`config.mk`:
```
export PLATFORM = sky130hd
export DESIGN_NAME = gray16_minmax_normalizer_unit_flat
export DESIGN_NICKNAME = d
export VERILOG_FILES = /design/src/hdl/gmn_pkg.sv /design/src/hdl/gmn_req_if.sv /design/src/hdl/gmn_res_if.sv /design/src/hdl/gmn_front.sv /design/src/hdl/gmn_fifo.sv /design/src/hdl/gmn_back.sv /design/src/hdl/gray16_minmax_normalizer_unit.sv /design/src/flat_wrapper.sv
export SDC_FILE = /design/constraint.sdc
export NUM_CORES = 1
export LEC_CHECK = 0
export BUFFER_PORTS_ARGS = -buffer_cell sky130_fd_sc_hd__buf_4
export CAP_MARGIN = 40
export CORE_MARGIN = 4
export CORE_UTILIZATION = 64
export DETAILED_ROUTE_END_ITERATION = 8
export PLACE_DENSITY = 0.86
export SLEW_MARGIN = 30
export SYNTH_ARGS = -nofsm -noshare
export SYNTH_HDL_FRONTEND = slang
export SYNTH_HIERARCHICAL = 1
export SYNTH_SLANG_ARGS = --single-unit
```
`constraint.sdc`:
```
create_clock -name clk -period 5.8 [get_ports clk]
set_clock_uncertainty 0.05 [all_clocks]
set_input_delay 0.29 -clock clk [delete_from_list [all_inputs] [get_ports clk]]
set_output_delay 0.29 -clock clk [all_outputs]
set_load 0.01 [all_outputs]
```
`src/hdl/gmn_pkg.sv`:
```
// Package with the shared widths, codes and queue entry type of the gray16 normalizer.
package gmn_pkg;

  localparam int SAMPLE_W = 16;
  localparam int GRAY_W = 8;
  localparam int DIVIDEND_W = SAMPLE_W + GRAY_W;
  localparam int QUEUE_DEPTH = 2;

  localparam logic [SAMPLE_W-1:0] MIN_RESET = 16'hFFFF;
  localparam logic [SAMPLE_W-1:0] MAX_RESET = 16'h0000;

  localparam logic REQ_MEASURE = 1'b0;
  localparam logic REQ_MAP = 1'b1;

  typedef struct packed {
    logic pass;
    logic [GRAY_W-1:0] raw;
    logic [SAMPLE_W-1:0] numer;
    logic [SAMPLE_W-1:0] span;
  } qent_t;

  typedef struct packed {
    logic full;
    logic nonempty;
  } qstat_t;

endpackage

```
`src/hdl/gmn_req_if.sv`:
```
// Interface of the request channel carrying samples into the normalizer.
interface gmn_req_if;
  logic valid;
  logic ready;
  logic req_type;
  logic [gmn_pkg::SAMPLE_W-1:0] sample;
  logic first;

  modport source (output valid, output req_type, output sample, output first, input ready);
  modport sink (input valid, input req_type, input sample, input first, output ready);
endinterface

```
`src/hdl/gmn_res_if.sv`:
```
// Interface of the result channel carrying stretched gray values.
interface gmn_res_if;
  logic valid;
  logic ready;
  logic [gmn_pkg::GRAY_W-1:0] gray;

  modport source (output valid, output gray, input ready);
  modport sink (input valid, input gray, output ready);
endinterface

```
`src/hdl/gmn_front.sv`:
```
// Front end: accepts requests, tracks min and max, and queues map jobs.
module gmn_front (
  input  logic               clk,
  input  logic               rst,
  gmn_req_if.sink            req,
  input  gmn_pkg::qstat_t    qstat,
  output logic               push,
  output gmn_pkg::qent_t     wr_ent
);

  logic [gmn_pkg::SAMPLE_W-1:0] min_seen;
  logic [gmn_pkg::SAMPLE_W-1:0] max_seen;
  logic [gmn_pkg::SAMPLE_W-1:0] clamped;
  logic                         take;

  assign req.ready = !qstat.full;
  assign take = req.valid && !qstat.full;
  assign push = take && (req.req_type == gmn_pkg::REQ_MAP);

  always_comb begin
    if (req.sample < min_seen) begin
      clamped = min_seen;
    end else if (req.sample > max_seen) begin
      clamped = max_seen;
    end else begin
      clamped = req.sample;
    end
    wr_ent.pass = (max_seen <= min_seen);
    wr_ent.raw = req.sample[gmn_pkg::SAMPLE_W-1 -: gmn_pkg::GRAY_W];
    wr_ent.numer = clamped - min_seen;
    wr_ent.span = max_seen - min_seen;
  end

  always_ff @(posedge clk) begin
    if (rst) begin
      min_seen <= gmn_pkg::MIN_RESET;
      max_seen <= gmn_pkg::MAX_RESET;
    end else if (take && (req.req_type == gmn_pkg::REQ_MEASURE)) begin
      if (req.first) begin
        min_seen <= req.sample;
        max_seen <= req.sample;
      end else begin
        if (req.sample < min_seen) begin
          min_seen <= req.sample;
        end
        if (req.sample > max_seen) begin
          max_seen <= req.sample;
        end
      end
    end
  end

endmodule

```
`src/hdl/gmn_fifo.sv`:
```
// Short queue of map jobs between the front end and the divider.
module gmn_fifo #(
  parameter int DEPTH = gmn_pkg::QUEUE_DEPTH
) (
  input  logic            clk,
  input  logic            rst,
  input  logic            push,
  input  gmn_pkg::qent_t  wr_ent,
  input  logic            pop,
  output gmn_pkg::qent_t  rd_ent,
  output gmn_pkg::qstat_t qstat
);

  localparam int PTR_W = (DEPTH > 1) ? $clog2(DEPTH) : 1;
  localparam int CNT_W = $clog2(DEPTH + 1);
  localparam logic [PTR_W-1:0] LAST = PTR_W'(DEPTH - 1);
  localparam logic [CNT_W-1:0] FULL_CNT = CNT_W'(DEPTH);

  gmn_pkg::qent_t   mem [DEPTH];
  logic [PTR_W-1:0] wr_ptr;
  logic [PTR_W-1:0] rd_ptr;
  logic [CNT_W-1:0] count;

  assign qstat.full = (count == FULL_CNT);
  assign qstat.nonempty = (count != '0);
  assign rd_ent = mem[rd_ptr];

  always_ff @(posedge clk) begin
    if (push) begin
      mem[wr_ptr] <= wr_ent;
    end
  end

  always_ff @(posedge clk) begin
    if (rst) begin
      wr_ptr <= '0;
      rd_ptr <= '0;
      count <= '0;
    end else begin
      if (push) begin
        wr_ptr <= (wr_ptr == LAST) ? '0 : wr_ptr + 1'b1;
      end
      if (pop) begin
        rd_ptr <= (rd_ptr == LAST) ? '0 : rd_ptr + 1'b1;
      end
      if (push && !pop) begin
        count <= count + 1'b1;
      end else if (pop && !push) begin
        count <= count - 1'b1;
      end
    end
  end

`ifndef SYNTHESIS
  a_count_bound: assert property (@(posedge clk) disable iff (rst) count <= FULL_CNT)
    else $error("Queue count exceeds its depth.");
  a_no_overflow: assert property (@(posedge clk) disable iff (rst) !(push && qstat.full && !pop))
    else $error("Push into a full queue.");
  a_no_underflow: assert property (@(posedge clk) disable iff (rst) !(pop && !qstat.nonempty))
    else $error("Pop from an empty queue.");
`endif

endmodule

```
`src/hdl/gmn_back.sv`:
```
// Back end: rounds and divides queued map jobs one quotient bit per cycle, waiting on the last bit while res stalls.
module gmn_back (
  input  logic            clk,
  input  logic            rst,
  input  gmn_pkg::qent_t  rd_ent,
  input  gmn_pkg::qstat_t qstat,
  output logic            pop,
  gmn_res_if.source       res
);

  typedef enum logic {ST_IDLE, ST_DIV} state_t;

  localparam int DW = gmn_pkg::DIVIDEND_W;
  localparam int SW = gmn_pkg::SAMPLE_W;
  localparam int GW = gmn_pkg::GRAY_W;

  state_t          state;
  logic [DW-1:0]   rem;
  logic [DW-1:0]   dsh;
  logic [GW-1:0]   quo;
  logic [2:0]      cnt;
  logic            ovalid;
  logic [GW-1:0]   ogray;
  logic            out_free;
  logic            fits;
  logic [DW-1:0]   dividend;

  assign res.valid = ovalid;
  assign res.gray = ogray;
  assign out_free = !ovalid || res.ready;
  assign pop = (state == ST_IDLE) && qstat.nonempty && out_free;
  assign fits = (rem >= dsh);
  assign dividend = {rd_ent.numer, {GW{1'b0}}} - {{GW{1'b0}}, rd_ent.numer}
                    + {{(GW+1){1'b0}}, rd_ent.span[SW-1:1]};

  always_ff @(posedge clk) begin
    if (rst) begin
      state <= ST_IDLE;
      ovalid <= 1'b0;
      cnt <= '0;
    end else begin
      if (ovalid && res.ready) begin
        ovalid <= 1'b0;
      end
      unique case (state)
        ST_IDLE: begin
          if (pop) begin
            if (rd_ent.pass) begin
              ovalid <= 1'b1;
              ogray <= rd_ent.raw;
            end else begin
              rem <= dividend;
              dsh <= {1'b0, rd_ent.span, {(GW-1){1'b0}}};
              quo <= '0;
              cnt <= 3'd7;
              state <= ST_DIV;
            end
          end
        end
        ST_DIV: begin
          if (cnt != 3'd0 || out_free) begin
            if (fits) begin
              rem <= rem - dsh;
            end
            quo <= {quo[GW-2:0], fits};
            dsh <= {1'b0, dsh[DW-1:1]};
            cnt <= cnt - 1'b1;
            if (cnt == 3'd0) begin
              ovalid <= 1'b1;
              ogray <= {quo[GW-2:0], fits};
              state <= ST_IDLE;
            end
          end
        end
        default: begin
          state <= ST_IDLE;
        end
      endcase
    end
  end

`ifndef SYNTHESIS
  a_divisor_nonzero: assert property (@(posedge clk) disable iff (rst)
    (state == ST_DIV) |-> (dsh != '0))
    else $error("Divider running with a zero divisor.");
  a_pop_idle: assert property (@(posedge clk) disable iff (rst)
    pop |-> (state == ST_IDLE && qstat.nonempty))
    else $error("Job taken from the queue while the divider is busy.");
  a_result_free: assert property (@(posedge clk) disable iff (rst)
    (state == ST_DIV && cnt == 3'd0 && ovalid && !res.ready) |=> (state == ST_DIV))
    else $error("Divider finished while the result register was occupied.");
`endif

endmodule

```
`src/hdl/gray16_minmax_normalizer_unit.sv`:
```
// Top level of the 16-bit to 8-bit min-max contrast stretch normalizer.
//
// The req channel carries one sample per transaction with req_type and first.
// A measure transaction folds its sample into the running minimum and maximum
// (first restarts them from the sample) and produces no result. A map
// transaction produces one gray value on the res channel, stretched so that
// the minimum maps to 0 and the maximum to 255, with rounding.
// The front end takes a measure transaction every cycle while the queue is not
// full; map jobs are queued with a snapshot of the bounds, so later measures
// do not affect them. The back end divides one quotient bit per cycle while
// res does not stall: a map job takes one setup step and eight divide steps,
// or passes on the top byte of its sample when the range is flat or nothing
// has been measured. It takes a new job from the queue only when it is idle
// and its result register is free.
// When res stalls, the result holds in its output register, the divider
// waits on its last step, and req keeps accepting until the queue fills.
// Synchronous reset empties the queue, drops any pending result and sets the
// bounds to their empty state (minimum 0xFFFF, maximum 0).
module gray16_minmax_normalizer_unit #(
  parameter int QUEUE_DEPTH = gmn_pkg::QUEUE_DEPTH
) (
  input logic       clk,
  input logic       rst,
  gmn_req_if.sink   req,
  gmn_res_if.source res
);

  gmn_pkg::qent_t  wr_ent;
  gmn_pkg::qent_t  rd_ent;
  gmn_pkg::qstat_t qstat;
  logic            push;
  logic            pop;

  gmn_front u_front (
    .clk    (clk),
    .rst    (rst),
    .req    (req),
    .qstat  (qstat),
    .push   (push),
    .wr_ent (wr_ent)
  );

  gmn_fifo #(
    .DEPTH (QUEUE_DEPTH)
  ) u_fifo (
    .clk    (clk),
    .rst    (rst),
    .push   (push),
    .wr_ent (wr_ent),
    .pop    (pop),
    .rd_ent (rd_ent),
    .qstat  (qstat)
  );

  gmn_back u_back (
    .clk    (clk),
    .rst    (rst),
    .rd_ent (rd_ent),
    .qstat  (qstat),
    .pop    (pop),
    .res    (res)
  );

endmodule

```
`src/flat_wrapper.sv`:
```
// flat-port wrapper written by rule: the top's interface ports become plain ports
module gray16_minmax_normalizer_unit_flat 
#(
  parameter int QUEUE_DEPTH = gmn_pkg::QUEUE_DEPTH
)
  (clk, rst, req_valid, req_req_type, req_sample, req_first, req_ready, res_valid, res_gray, res_ready);
  gmn_req_if req_i ();
  gmn_res_if res_i ();
  input logic clk;
  input logic rst;
  input wire logic [$bits(req_i.valid)-1:0] req_valid;
  input wire logic [$bits(req_i.req_type)-1:0] req_req_type;
  input wire logic [$bits(req_i.sample)-1:0] req_sample;
  input wire logic [$bits(req_i.first)-1:0] req_first;
  output wire logic [$bits(req_i.ready)-1:0] req_ready;
  output wire logic [$bits(res_i.valid)-1:0] res_valid;
  output wire logic [$bits(res_i.gray)-1:0] res_gray;
  input wire logic [$bits(res_i.ready)-1:0] res_ready;
  assign req_i.valid = req_valid;
  assign req_i.req_type = req_req_type;
  assign req_i.sample = req_sample;
  assign req_i.first = req_first;
  assign req_ready = req_i.ready;
  assign res_valid = res_i.valid;
  assign res_gray = res_i.gray;
  assign res_i.ready = res_ready;
  gray16_minmax_normalizer_unit #(.QUEUE_DEPTH(QUEUE_DEPTH)) u_core (.clk(clk), .rst(rst), .req(req_i), .res(res_i));
endmodule
```
==> summary.md, run 1 <==
| Metric | Value |
|---|---|
| Initial core utilization | `0.657` |
| Final setup fails | `0` |
| Number of synthesized flops with an enable pin | `144` |
| Leak pwr | `5.75 nW` |
| Post-layout net count | `1398` |
| CTS root buffer | `clkbuf_16` |
| Wire length per cell | `17.6 um` |
| Syn avg cell area | `10.1 um2` |
| Vias post-DR | `9131` |
| Commonest non-fill, non-tap cell in the layout | `edfxtp_1` |
| Slew margin rel. | `0.466` |
| Routing usage on met3 | `0.0352` |
| Worst Path Max Fanout | `18` |
| Seq cells post-synth | `186` |
| GR peak layer | `met2` |
| Synth Area in Adders | `0.138` |
| Unique masters post-synth | `68` |
| Vias in the first global route | `8903` |
| MaxCap Viol Count | `0` |
| Post-synthesis mux area share | `0.0779` |
| Die height | `147 um` |
| PD cells | `454 nW/um2` |
| Synth Cell Area | `12400 um2` |
| Sequential share of the synthesized area | `0.416` |
| Die width | `147 um` |
| Worst-path clk slew | `80 ps` |
| DIE AREA | `21700 um2` |
| CTS Buf Count | `17` |
| Row cnt | `50` |
| Pins Over Slew Limit | `0` |
| H-tree level count | `4` |
| Main synth FF type | `edfxtp_1` |
| Vias per Instance | `6.01` |
| Fmax | `219 MHz` |
| Initial antenna violation count | `0` |
| Crit Path Class | `flop to flop` |
| Final Hold Viols | `0` |
| Simple-gate share of the synthesized area | `0.109` |
| Post CTS Setup Buffer Count | `0` |
| Gr ovfl total | `0` |
| Min Tclk post-route | `4580 ps` |
| Post-synthesis cell count | `1227` |
| Post-route insts no fill | `1519` |
| Share of layout cells above drive strength 1 | `0.117` |
| Status | `finished clean` |
| Most frequent cells in the layout | `edfxtp_1 (144), inv_1 (125), ha_1 (119)` |
| Synth Warn # | `6` |
| Routed wire length | `26.8 mm` |
| Req. time, crit path | `5890 ps` |
| Setup TNS | `0 ps` |
| Area grow syn2layout | `8.47%` |
| DP HPWL | `19.9 mm` |
| Antenna-violating nets left | `0` |
| Setup crit end kind | `flop` |
| Worst endpoint data arrival time | `4660 ps` |
| CTS tree | `yes` |
| Compound-cell area share of the yosys netlist | `0.156` |
| Async SR Flop Fraction | `0` |
| Global Route Usage Sum | `0.248` |
| RSZ-0062 raised after global routing | `no` |
| Met1 Use GR | `0.332` |
| DR iter-0 viols | `782` |
| Xor/xnor share of the synthesized area | `0.0452` |
| Largest net degree at the start of global routing | `66` |
| Drt pass-1 iters | `5` |
| Min-Delay Path Class | `input pin to flop` |
| Syn_nets | `1379` |
| Largest family of logic cells by synthesized area | `compound AO/OA/AOI/OAI gates` |
| GPL Wtd Cong | `0.903` |
| Peak VDD IR | `0.000271 V` |
| Fillers | `1372` |
| Startpoint types | `flop` |
| Port bufs | `31` |
| First-pass GRT wire length | `43.6 mm` |
| GR Util met2 | `0.418` |
| Antenna Cells | `0` |
| Clock sinks | `186` |
| # hold bufs at CTS | `0` |
| Core Area | `18900 um2` |
| DRC viols | `0` |
| IO Count | `32` |
| Slew @ Worst Pin | `799 ps` |
| Max clock buf depth | `2` |
| Post-cts gate resize count | `0` |
| Final worst path period share | `0.789` |
| Post-Place Cells | `1486` |
| Worst-skew pair later-pin latency | `440 ps` |
==> cells by family after synthesis <==
| logic type | Yosys count |
|---|---|
| xor gates and xnor gates | 64 |
| DFF | 186 |
| muxes | 90 |
| buffers and inverters | 169 |
| adders and majority gates | 130 |
| and+or+nand+nor | 287 |
| AOI/OAI and AO/OA | 301 |
==> final timing paths <==
check                                                        startpoint                            endpoint  slack, ps  depth (start not counted)
worst max register to register  u_core/u_front/max_seen[1]$_SDFFE_PP0P_  u_core/u_fifo/mem[1][30]$_DFFE_PP_       1220                         19
worst min register to register        u_core/u_back/cnt[0]$_SDFFE_PP0P_   u_core/u_back/cnt[0]$_SDFFE_PP0P_        430                          1
worst min-delay path                                     req_sample[15]  u_core/u_fifo/mem[0][39]$_DFFE_PP_         40                          1
worst max-delay path            u_core/u_front/max_seen[1]$_SDFFE_PP0P_  u_core/u_fifo/mem[1][30]$_DFFE_PP_       1220                         19
==> registers in the layout (all words and copies together) (netlist names), named ones only <==
signal / cells
u_core/u_back/dsh: 23
u_core/u_back/cnt: 3
u_core/u_back/res.valid: 1
u_core/u_back/rem: 24
u_core/u_front/max_seen: 16
u_core/u_front/min_seen: 16
u_core/u_back/quo: 7
u_core/u_fifo/wr_ptr: 1
u_core/u_fifo/rd_ptr: 1
u_core/u_back/res.gray: 8
u_core/u_fifo/mem: 82
u_core/u_fifo/count: 2
u_core/u_back/state: 1
==> power breakdown <==
| group | total [mW] | leakage (nW) | switching, mW | internal, mW |
|---|---|---|---|---|
| logic | 3.10 | 3.80 | 1.79 | 1.31 |
| clock network | 1.13 | 0.290 | 0.556 | 0.577 |
| registers | 1.88 | 1.66 | 0.0680 | 1.81 |
==> layer usage <==
metal  part of all wire  up-vias
met5                  0        -
li1                   -     4454
met4              0.025        0
met3              0.056       51
met2               0.48      327
met1               0.44     4299
==> metrics by stage <==
step,hold WS [ps],setup slack [ps],power (mW),utilization,cell area (um2)
detailed placement,409,1260,4.89,0.681,12900
floorplan,309,1710,4.22,-,12400
finish,39.2,1220,6.11,0.713,13500
global placement,404,1410,4.77,0.678,12800
global route,34.4,914,6.51,0.713,13500
CTS,25.5,1250,6.07,0.712,13500
==> area by class of cell <==
cell class	instances	area [um2]	area share
Multi-Input combinational cell	872	6560	0.487
Clock buffer	17	425	0.0316
Clock inverter	15	155	0.0115
Sequential cell	186	5170	0.384
Tap cell	260	325	0.0242
Timing Repair Buffer	43	359	0.0267
Inverter	126	473	0.0351
==> critical path: stages, from the launching register on <==
cell	delay [ps]
dfxtp_1	380
inv_1	100
ha_1	290
nor2b_1	120
o211ai_1	140
a2111o_1	410
a31oi_2	190
buf_4	330
nand2_1	90
o211ai_1	90
o21ai_0	110
ha_1	220
fa_1	400
nor2b_1	160
o31a_1	180
o211ai_1	120
a21o_1	210
a31oi_1	250
mux2i_1	230
o2111ai_1	180
==> synthesized netlist by cell type (all sizes together) (2+ instances only) <==
cell type,instances,area [um2]
a211o,19,166
a211oi,7,52.6
a21boi,6,52.6
a21o,29,218
a21oi,98,498
a221oi,2,17.5
a31oi,12,90.1
and2,10,62.6
and3,8,50.1
and4,2,17.5
buf,22,160
clkbuf,21,78.8
dfxtp,42,841
edfxtp,144,4320
fa,11,220
ha,119,1490
inv,126,473
mux2,53,597
mux2i,37,370
nand2,59,221
nand2b,11,68.8
nand3,16,80.1
nand4,14,87.6
nor2,111,417
nor2b,20,125
nor3,13,65.1
nor3b,6,45.0
nor4,2,12.5
nor4b,2,17.5
o211ai,11,82.6
o21a,16,120
o21ai,64,332
o21bai,7,52.6
o221ai,3,26.3
o22ai,4,31.3
o311ai,4,35.0
o31a,4,35.0
o31ai,5,37.5
or2,4,25.0
or3,6,37.5
xnor2,42,368
xor2,22,193
Power figures use the tool's default switching activity.
==> run 2, diff against run 1 <==
clock period = 4.8 ns   (was 5.8 ns; I/O delays follow)
==> summary.md, run 2 (synthesis gave the netlist of run 1 again) <==
| Metric | Value |
|---|---|
| Status | `finished clean` |
| Int Power | `4.54 mW (+23%)` |
| Final setup margin | `370 ps (-855 ps)` |
| Sw power | `2.93 mW (+22%)` |
| CTS Buf Count | `17 (unchanged)` |
| DRC viols | `0 (unchanged)` |
| Final worst path period share | `0.923` |
| Routed wire length | `28.0 mm (+4.3%)` |
| Setup crit end kind | `flop` |
| Startpoint types | `input pin` |
| Slew margin rel. | `0.484 (+0.0173)` |
| Critical Path Slowest Stage Cell | `dlygate4sd3_1` |
| Row cnt | `50 (unchanged)` |
| Seq pwr share | `0.303 (-0.004)` |
| Post CTS Setup Buffer Count | `0 (unchanged)` |
| Final Hold Viols | `0 (unchanged)` |
| Final setup fails | `0 (unchanged)` |
| Wire length per cell | `18.2 um (+3.4%)` |
| Crit Path Class | `input pin to flop` |
| Worst-path clk slew | `70 ps (about the same)` |
| Die width | `147 um (unchanged)` |
| Worst Path Max Fanout | `15 (-3)` |
| Clock sinks | `186 (unchanged)` |
| Commonest non-fill, non-tap cell in the layout | `edfxtp_1` |
| Largest registers | `u_core/u_fifo/mem (82), u_core/u_back/rem (24), u_core/u_back/dsh (23)` |
| Share of layout cells above drive strength 1 | `0.114 (-0.00286)` |
| IO Count | `32 (unchanged)` |
| CTS root buffer | `clkbuf_16` |
| Most frequent cells in the layout | `edfxtp_1 (144), inv_1 (125), ha_1 (119)` |
| Largest Register | `u_core/u_fifo/mem` |
| RSZ-0062 raised after global routing | `no` |
| Peak VDD IR | `0.000343 V (+27%)` |
| Die height | `147 um (unchanged)` |
| Max clock buf depth | `2 (unchanged)` |
| Max reg flops | `82 (unchanged)` |
| CP endpoint | `u_core/u_fifo/mem[1][30]$_DFFE_PP_` |
| GPL Wtd Cong | `0.902 (about the same)` |
| DR iter-0 viols | `768 (-1.8%)` |
| Area grow syn2layout | `10.2%` |
| Fillers | `1337 (-2.6%)` |
| First-pass GRT wire length | `45.6 mm (+4.6%)` |
| R2R Path End | `u_core/u_fifo/mem[1][30]$_DFFE_PP_` |
| Post-place instance area | `12900 um2 (+0.21%)` |
| Vias per Instance | `6.06 (+0.74%)` |
| Req. time, crit path | `4910 ps (-980 ps)` |
| R2r worst-path depth | `17 (-2)` |
| H-tree level count | `4 (unchanged)` |
| Gr ovfl total | `0 (unchanged)` |
| Fin Hold WS | `18.4 ps (-20.8 ps)` |
| Antenna Cells | `0 (unchanged)` |
| Leak pwr | `5.82 nW (+1.3%)` |
| PD cells | `546 nW/um2 (+20%)` |
| Setup TNS | `0 ps (unchanged)` |
| Crit path depth | `18 (-1)` |
| Initial core utilization | `0.657 (unchanged)` |
| Multi-input gate area | `6560 um2 (about the same)` |
| DP HPWL | `20.2 mm (+1.3%)` |
| Design Area, Final | `13700 um2 (+1.6%)` |
| Initial antenna violation count | `0 (unchanged)` |
| Critical Path, Cell by Cell | `dlygate4sd3_1 -> buf_4 -> ha_1 -> nor2b_1 -> o211ai_1 -> a2111o_1 -> a31oi_2 -> buf_4 -> mux2i_1 -> a21oi_1 -> ha_1 -> nor2b_1 -> o31a_1 -> o211ai_1 -> a21o_1 -> a31oi_1 -> mux2i_1 -> o2111ai_1` |
| MaxCap Viol Count | `0 (unchanged)` |
| Drt pass-1 iters | `5 (unchanged)` |
| Crit. Startpoint | `req_sample[1]` |
| Slew @ Worst Pin | `771 ps (-27.2 ps)` |
| Reg area | `5170 um2 (unchanged)` |
| Clock Power Share | `0.194 (+0.008)` |
| Cell family with most CP delay | `compound AO/OA/AOI/OAI gates` |
| Core Area | `18900 um2 (unchanged)` |
| Worst endpoint data arrival time | `4540 ps (-120 ps)` |
| Worst-skew pair later-pin latency | `440 ps (about the same)` |
| Min Tclk post-route | `4430 ps` |
| Power Total | `7.47 mW (+22%)` |
| Flop-to-flop setup slack | `380 ps (-840 ps)` |
| Post-layout net count | `1412 (+1.0%)` |
| Worst R2R Start | `u_core/u_front/max_seen[1]$_SDFFE_PP0P_` |
| DIE AREA | `21700 um2 (unchanged)` |
| Port bufs | `31 (unchanged)` |
| Bufs and invs on worst path | `3 (+1)` |
| Gate power share | `0.503 (-0.004)` |
| Switching Fraction | `0.393 (-0.00198)` |
| Antenna-violating nets left | `0 (unchanged)` |
| Hold depth | `2 (+1)` |
| Vias in the first global route | `9123 (+2.5%)` |
| Largest net degree at the start of global routing | `66 (unchanged)` |
| Fmax | `226 MHz` |
| Pins Over Slew Limit | `0 (unchanged)` |
| CTS tree | `yes` |
| CP peak stage delay | `530 ps (+120 ps)` |
| Min-Delay Path Class | `input pin to flop` |
| Global Route Usage Sum | `0.261 (+0.0131)` |
| Vias post-DR | `9283 (+1.7%)` |
| Place WS | `449 ps (-806 ps)` |
-- run 2: changes by cell type in the layout (fill, tap and decap cells not counted), sizes merged --
cell	change
bufinv	+1
clkbuf	-1
clkinv	+1
clkinvlp	+1
dlygate4sd3	+15
inv	-3
-- run 2: area by class of cell --
type / instances / share of cell area
inverter: 126 / 0.0346
timing repair buffer: 57 / 0.0388
clock buffer: 17 / 0.0311
tap: 260 / 0.0238
sequential: 186 / 0.378
clock inverter: 15 / 0.0144
multi-input combinational: 872 / 0.480
-- run 2: repair_timing --
item	4_1_cts	5_1_grt
gates resized for setup	0	0
hold buffers	15	0
hold endpoints to repair	25	0
-- run 2: worst min-delay path by stage --
| stage | slack, ps | startpoint | to |
|---|---|---|---|
| 4_1_cts | 1 | req_sample[3] | u_core/u_front/min_seen[3]$_SDFFE_PP1P_ |
| 2_1_floorplan | 260 | rst | u_core/u_back/cnt[2]$_SDFFE_PP0P_ |
| 6_report | 20 | req_sample[3] | u_core/u_front/min_seen[3]$_SDFFE_PP1P_ |
| 3_5_place_dp | 430 | req_sample[15] | u_core/u_fifo/mem[1][39]$_DFFE_PP_ |
| 3_3_place_gp | 400 | u_core/u_back/cnt[0]$_SDFFE_PP0P_ | u_core/u_back/cnt[0]$_SDFFE_PP0P_ |
| 5_1_grt | 20 | req_sample[3] | u_core/u_front/min_seen[3]$_SDFFE_PP1P_ |
-- run 2: power by group through the flow --
| stage | sequential (mW) | combinational (mW) | clock (mW) |
|---|---|---|---|
| 2_1_floorplan | 2.28 | 2.82 | 0 |
| 6_report | 2.26 | 3.75 | 1.45 |
| 3_3_place_gp | 2.28 | 3.49 | 0 |
| 5_1_grt | 2.28 | 4.15 | 1.54 |
| 3_5_place_dp | 2.30 | 3.63 | 0 |
| 4_1_cts | 2.26 | 3.70 | 1.47 |
-- run 2: per-layer routing --
| metal | track usage | share of wire |
|---|---|---|
| met1 | 0.347 | 0.44 |
| met2 | 0.438 | 0.48 |
| met3 | 0.0407 | 0.051 |
| met4 | 0.0913 | 0.026 |
| met5 | 0 | 0 |
-- run 2: per-stage QoR --
stage                     instances  utilization
after floorplan                1227            -
after global placement         1483        0.679
after detailed placement       1486        0.683
after CTS                      1533        0.724
after global routing           1533        0.724
final                          1533        0.724
==> run 3, diff against run 2 <==
CELL_PAD_IN_SITES_DETAIL_PLACEMENT = 0   (was unset)
CELL_PAD_IN_SITES_GLOBAL_PLACEMENT = 1   (was unset)
CORE_UTILIZATION = 51   (was 64)
==> summary.md, run 3 (synthesis gave the netlist of run 1 again) <==
| Metric | Value |
|---|---|
| Vias in the first global route | `8496 (-6.9%)` |
| Routed wire length | `27.1 mm (-3.0%)` |
| GPL Wtd Cong | `0.871 (-3.5%)` |
| Worst R2R Start | `u_core/u_front/max_seen[1]$_SDFFE_PP0P_` |
| R2r worst-path depth | `17 (unchanged)` |
| Bufs and invs on worst path | `2 (-1)` |
| DRC viols | `0 (unchanged)` |
| CTS root buffer | `clkbuf_16` |
| Core Area | `23700 um2 (+25%)` |
| Commonest non-fill, non-tap cell in the layout | `edfxtp_1` |
| DR iter-0 viols | `559 (-27%)` |
| Cell family with most CP delay | `compound AO/OA/AOI/OAI gates` |
| R2R Path End | `u_core/u_fifo/mem[1][31]$_DFFE_PP_` |
| Fmax | `227 MHz (+0.52%)` |
| Largest Register | `u_core/u_fifo/mem` |
| Peak VDD IR | `0.000306 V (-11%)` |
| Drt pass-1 iters | `6 (+1)` |
| Most frequent cells in the layout | `edfxtp_1 (144), inv_1 (125), ha_1 (119)` |
| Startpoint types | `input pin` |
| Critical Path, Cell by Cell | `dlygate4sd3_1 -> buf_4 -> ha_1 -> a21oi_1 -> nor2_1 -> a211oi_1 -> a31oi_4 -> o211ai_1 -> o21ai_0 -> ha_1 -> fa_1 -> nor2b_1 -> o31a_1 -> o211ai_1 -> a21o_1 -> a31oi_1 -> mux2i_1 -> o2111ai_1` |
| Status | `finished clean` |
| Utilization after layout | `0.578 (-0.146)` |
| Critical Path Slowest Stage Cell | `dlygate4sd3_1` |
| CTS Buf Count | `17 (unchanged)` |
| Port bufs | `31 (unchanged)` |
| IO Count | `32 (unchanged)` |
| Pins Over Slew Limit | `0 (unchanged)` |
| Area grow syn2layout | `10.2% (about the same)` |
| H-tree level count | `4 (unchanged)` |
| Final setup fails | `0 (unchanged)` |
| CP peak stage delay | `530 ps (about the same)` |
| Post CTS Setup Buffer Count | `0 (unchanged)` |
| Clock sinks | `186 (unchanged)` |
| Crit. Startpoint | `req_sample[13]` |
| Final worst path period share | `0.918 (-0.00477)` |
| Largest registers | `u_core/u_fifo/mem (82), u_core/u_back/rem (24), u_core/u_back/dsh (23)` |
| Row cnt | `56 (+12%)` |
| Power Total | `7.32 mW (-2.0%)` |
| Gr ovfl total | `0 (unchanged)` |
| Worst Path Max Fanout | `7 (-8)` |
| Vias per Instance | `5.53 (-8.7%)` |
| Crit Path Class | `input pin to flop` |
| DP HPWL | `20.5 mm (+1.4%)` |
| Largest net degree at the start of global routing | `66 (unchanged)` |
| Post-Place Cells | `1545 (+4.0%)` |
| Initial core utilization | `0.524 (-0.133)` |
| MaxCap Viol Count | `0 (unchanged)` |
| Min Tclk post-route | `4410 ps (-22.9 ps)` |
| Global Route Usage Sum | `0.209 (-0.0527)` |
| Final Hold Viols | `0 (unchanged)` |
| CTS tree | `yes` |
| Setup TNS | `0 ps (unchanged)` |
| Slew @ Worst Pin | `741 ps (-30.5 ps)` |
| Slew margin rel. | `0.504 (+0.0201)` |
| Worst-path clk slew | `70 ps (about the same)` |
| Initial antenna violation count | `0 (unchanged)` |
| Max clock buf depth | `2 (unchanged)` |
| Crit path depth | `18 (unchanged)` |
| Max reg flops | `82 (unchanged)` |
| Antenna-violating nets left | `0 (unchanged)` |
| Worst-skew pair later-pin latency | `440 ps (about the same)` |
| Post-route insts no fill | `1592 (+3.8%)` |
| Die height | `164 um (+11%)` |
| PD cells | `535 nW/um2 (-2.1%)` |
| Die width | `164 um (+11%)` |
| Req. time, crit path | `4900 ps (about the same)` |
| Vias post-DR | `8801 (-5.2%)` |
| Worst endpoint data arrival time | `4510 ps (-30 ps)` |
| Setup crit end kind | `flop` |
| Post-layout net count | `1412 (unchanged)` |
| Share of layout cells above drive strength 1 | `0.112 (-0.00157)` |
| Wire length per cell | `17.0 um (-6.6%)` |
| Min-Delay Path Class | `input pin to flop` |
| First-pass GRT wire length | `44.2 mm (-3.1%)` |
| Flop-to-flop setup slack | `440 ps (+60 ps)` |
| DIE AREA | `26900 um2 (+24%)` |
| Antenna Cells | `0 (unchanged)` |
| Fin Hold WS | `19.0 ps (+0.632 ps)` |
| RSZ-0062 raised after global routing | `no` |
| Leak pwr | `5.79 nW (-0.47%)` |
| CP endpoint | `u_core/u_fifo/mem[0][30]$_DFFE_PP_` |
run 3: cell count changes in the layout (fill, tap and decap cells not counted), sizes merged:
cell,delta
clkbuf,+3
clkinv,+1
clkinvlp,+1
bufinv,+1
inv,-6
run 3: layout make-up:
class	count	area [um2]
fillers	2107	10000
multi-input cells	872	6560
flip-flops and latches	186	5170
repair buffers	57	489
inverters	126	473
clock buffers	20	447
well taps	319	399
clock inverters	12	144
run 3: per-layer routing:
layer	vias to the layer above	wire, um	track usage
li1	4465	-	-
met1	4134	13000	0.294
met2	177	12800	0.343
met3	25	928	0.0253
met4	0	400	0.0553
met5	-	0	0
run 3: worst min-delay path by stage:
| stage | startpoint | to | slack, ps | cells past startpoint |
|---|---|---|---|---|
| after floorplan | rst | u_core/u_back/cnt[2]$_SDFFE_PP0P_ | 260 | 1 |
| after CTS | req_sample[10] | u_core/u_fifo/mem[0][34]$_DFFE_PP_ | 3 | 1 |
| after global routing | req_sample[10] | u_core/u_fifo/mem[1][34]$_DFFE_PP_ | 5 | 1 |
| after detailed placement | u_core/u_back/cnt[0]$_SDFFE_PP0P_ | u_core/u_back/cnt[0]$_SDFFE_PP0P_ | 410 | 1 |
| after global placement | u_core/u_back/cnt[0]$_SDFFE_PP0P_ | u_core/u_back/cnt[0]$_SDFFE_PP0P_ | 400 | 1 |
| final | req_sample[10] | u_core/u_fifo/mem[0][34]$_DFFE_PP_ | 20 | 1 |
run 3: where the power goes:
part / leakage, nW / switching (mW) / total [mW] / internal (mW)
sequential: 1.66 / 0.0974 / 2.28 / 2.18
combinational: 3.85 / 2.05 / 3.63 / 1.58
clock: 0.283 / 0.620 / 1.41 / 0.789
total: 5.79 / 2.77 / 7.32 / 4.55
run 3: repair_timing:
action / 4_1_cts / 5_1_grt
endpoints found under the hold margin: 21 / 0
setup endpoints to repair: 0 / 3
hold buffers: 15 / 0
resized for setup: 0 / 1
run 3: metrics by stage:
stage,instance area (um2),setup WS (ps)
final,13700,393
after global placement,12900,429
after detailed placement,12900,336
after global routing,13700,87.7
after floorplan,12400,708
after CTS,13700,290
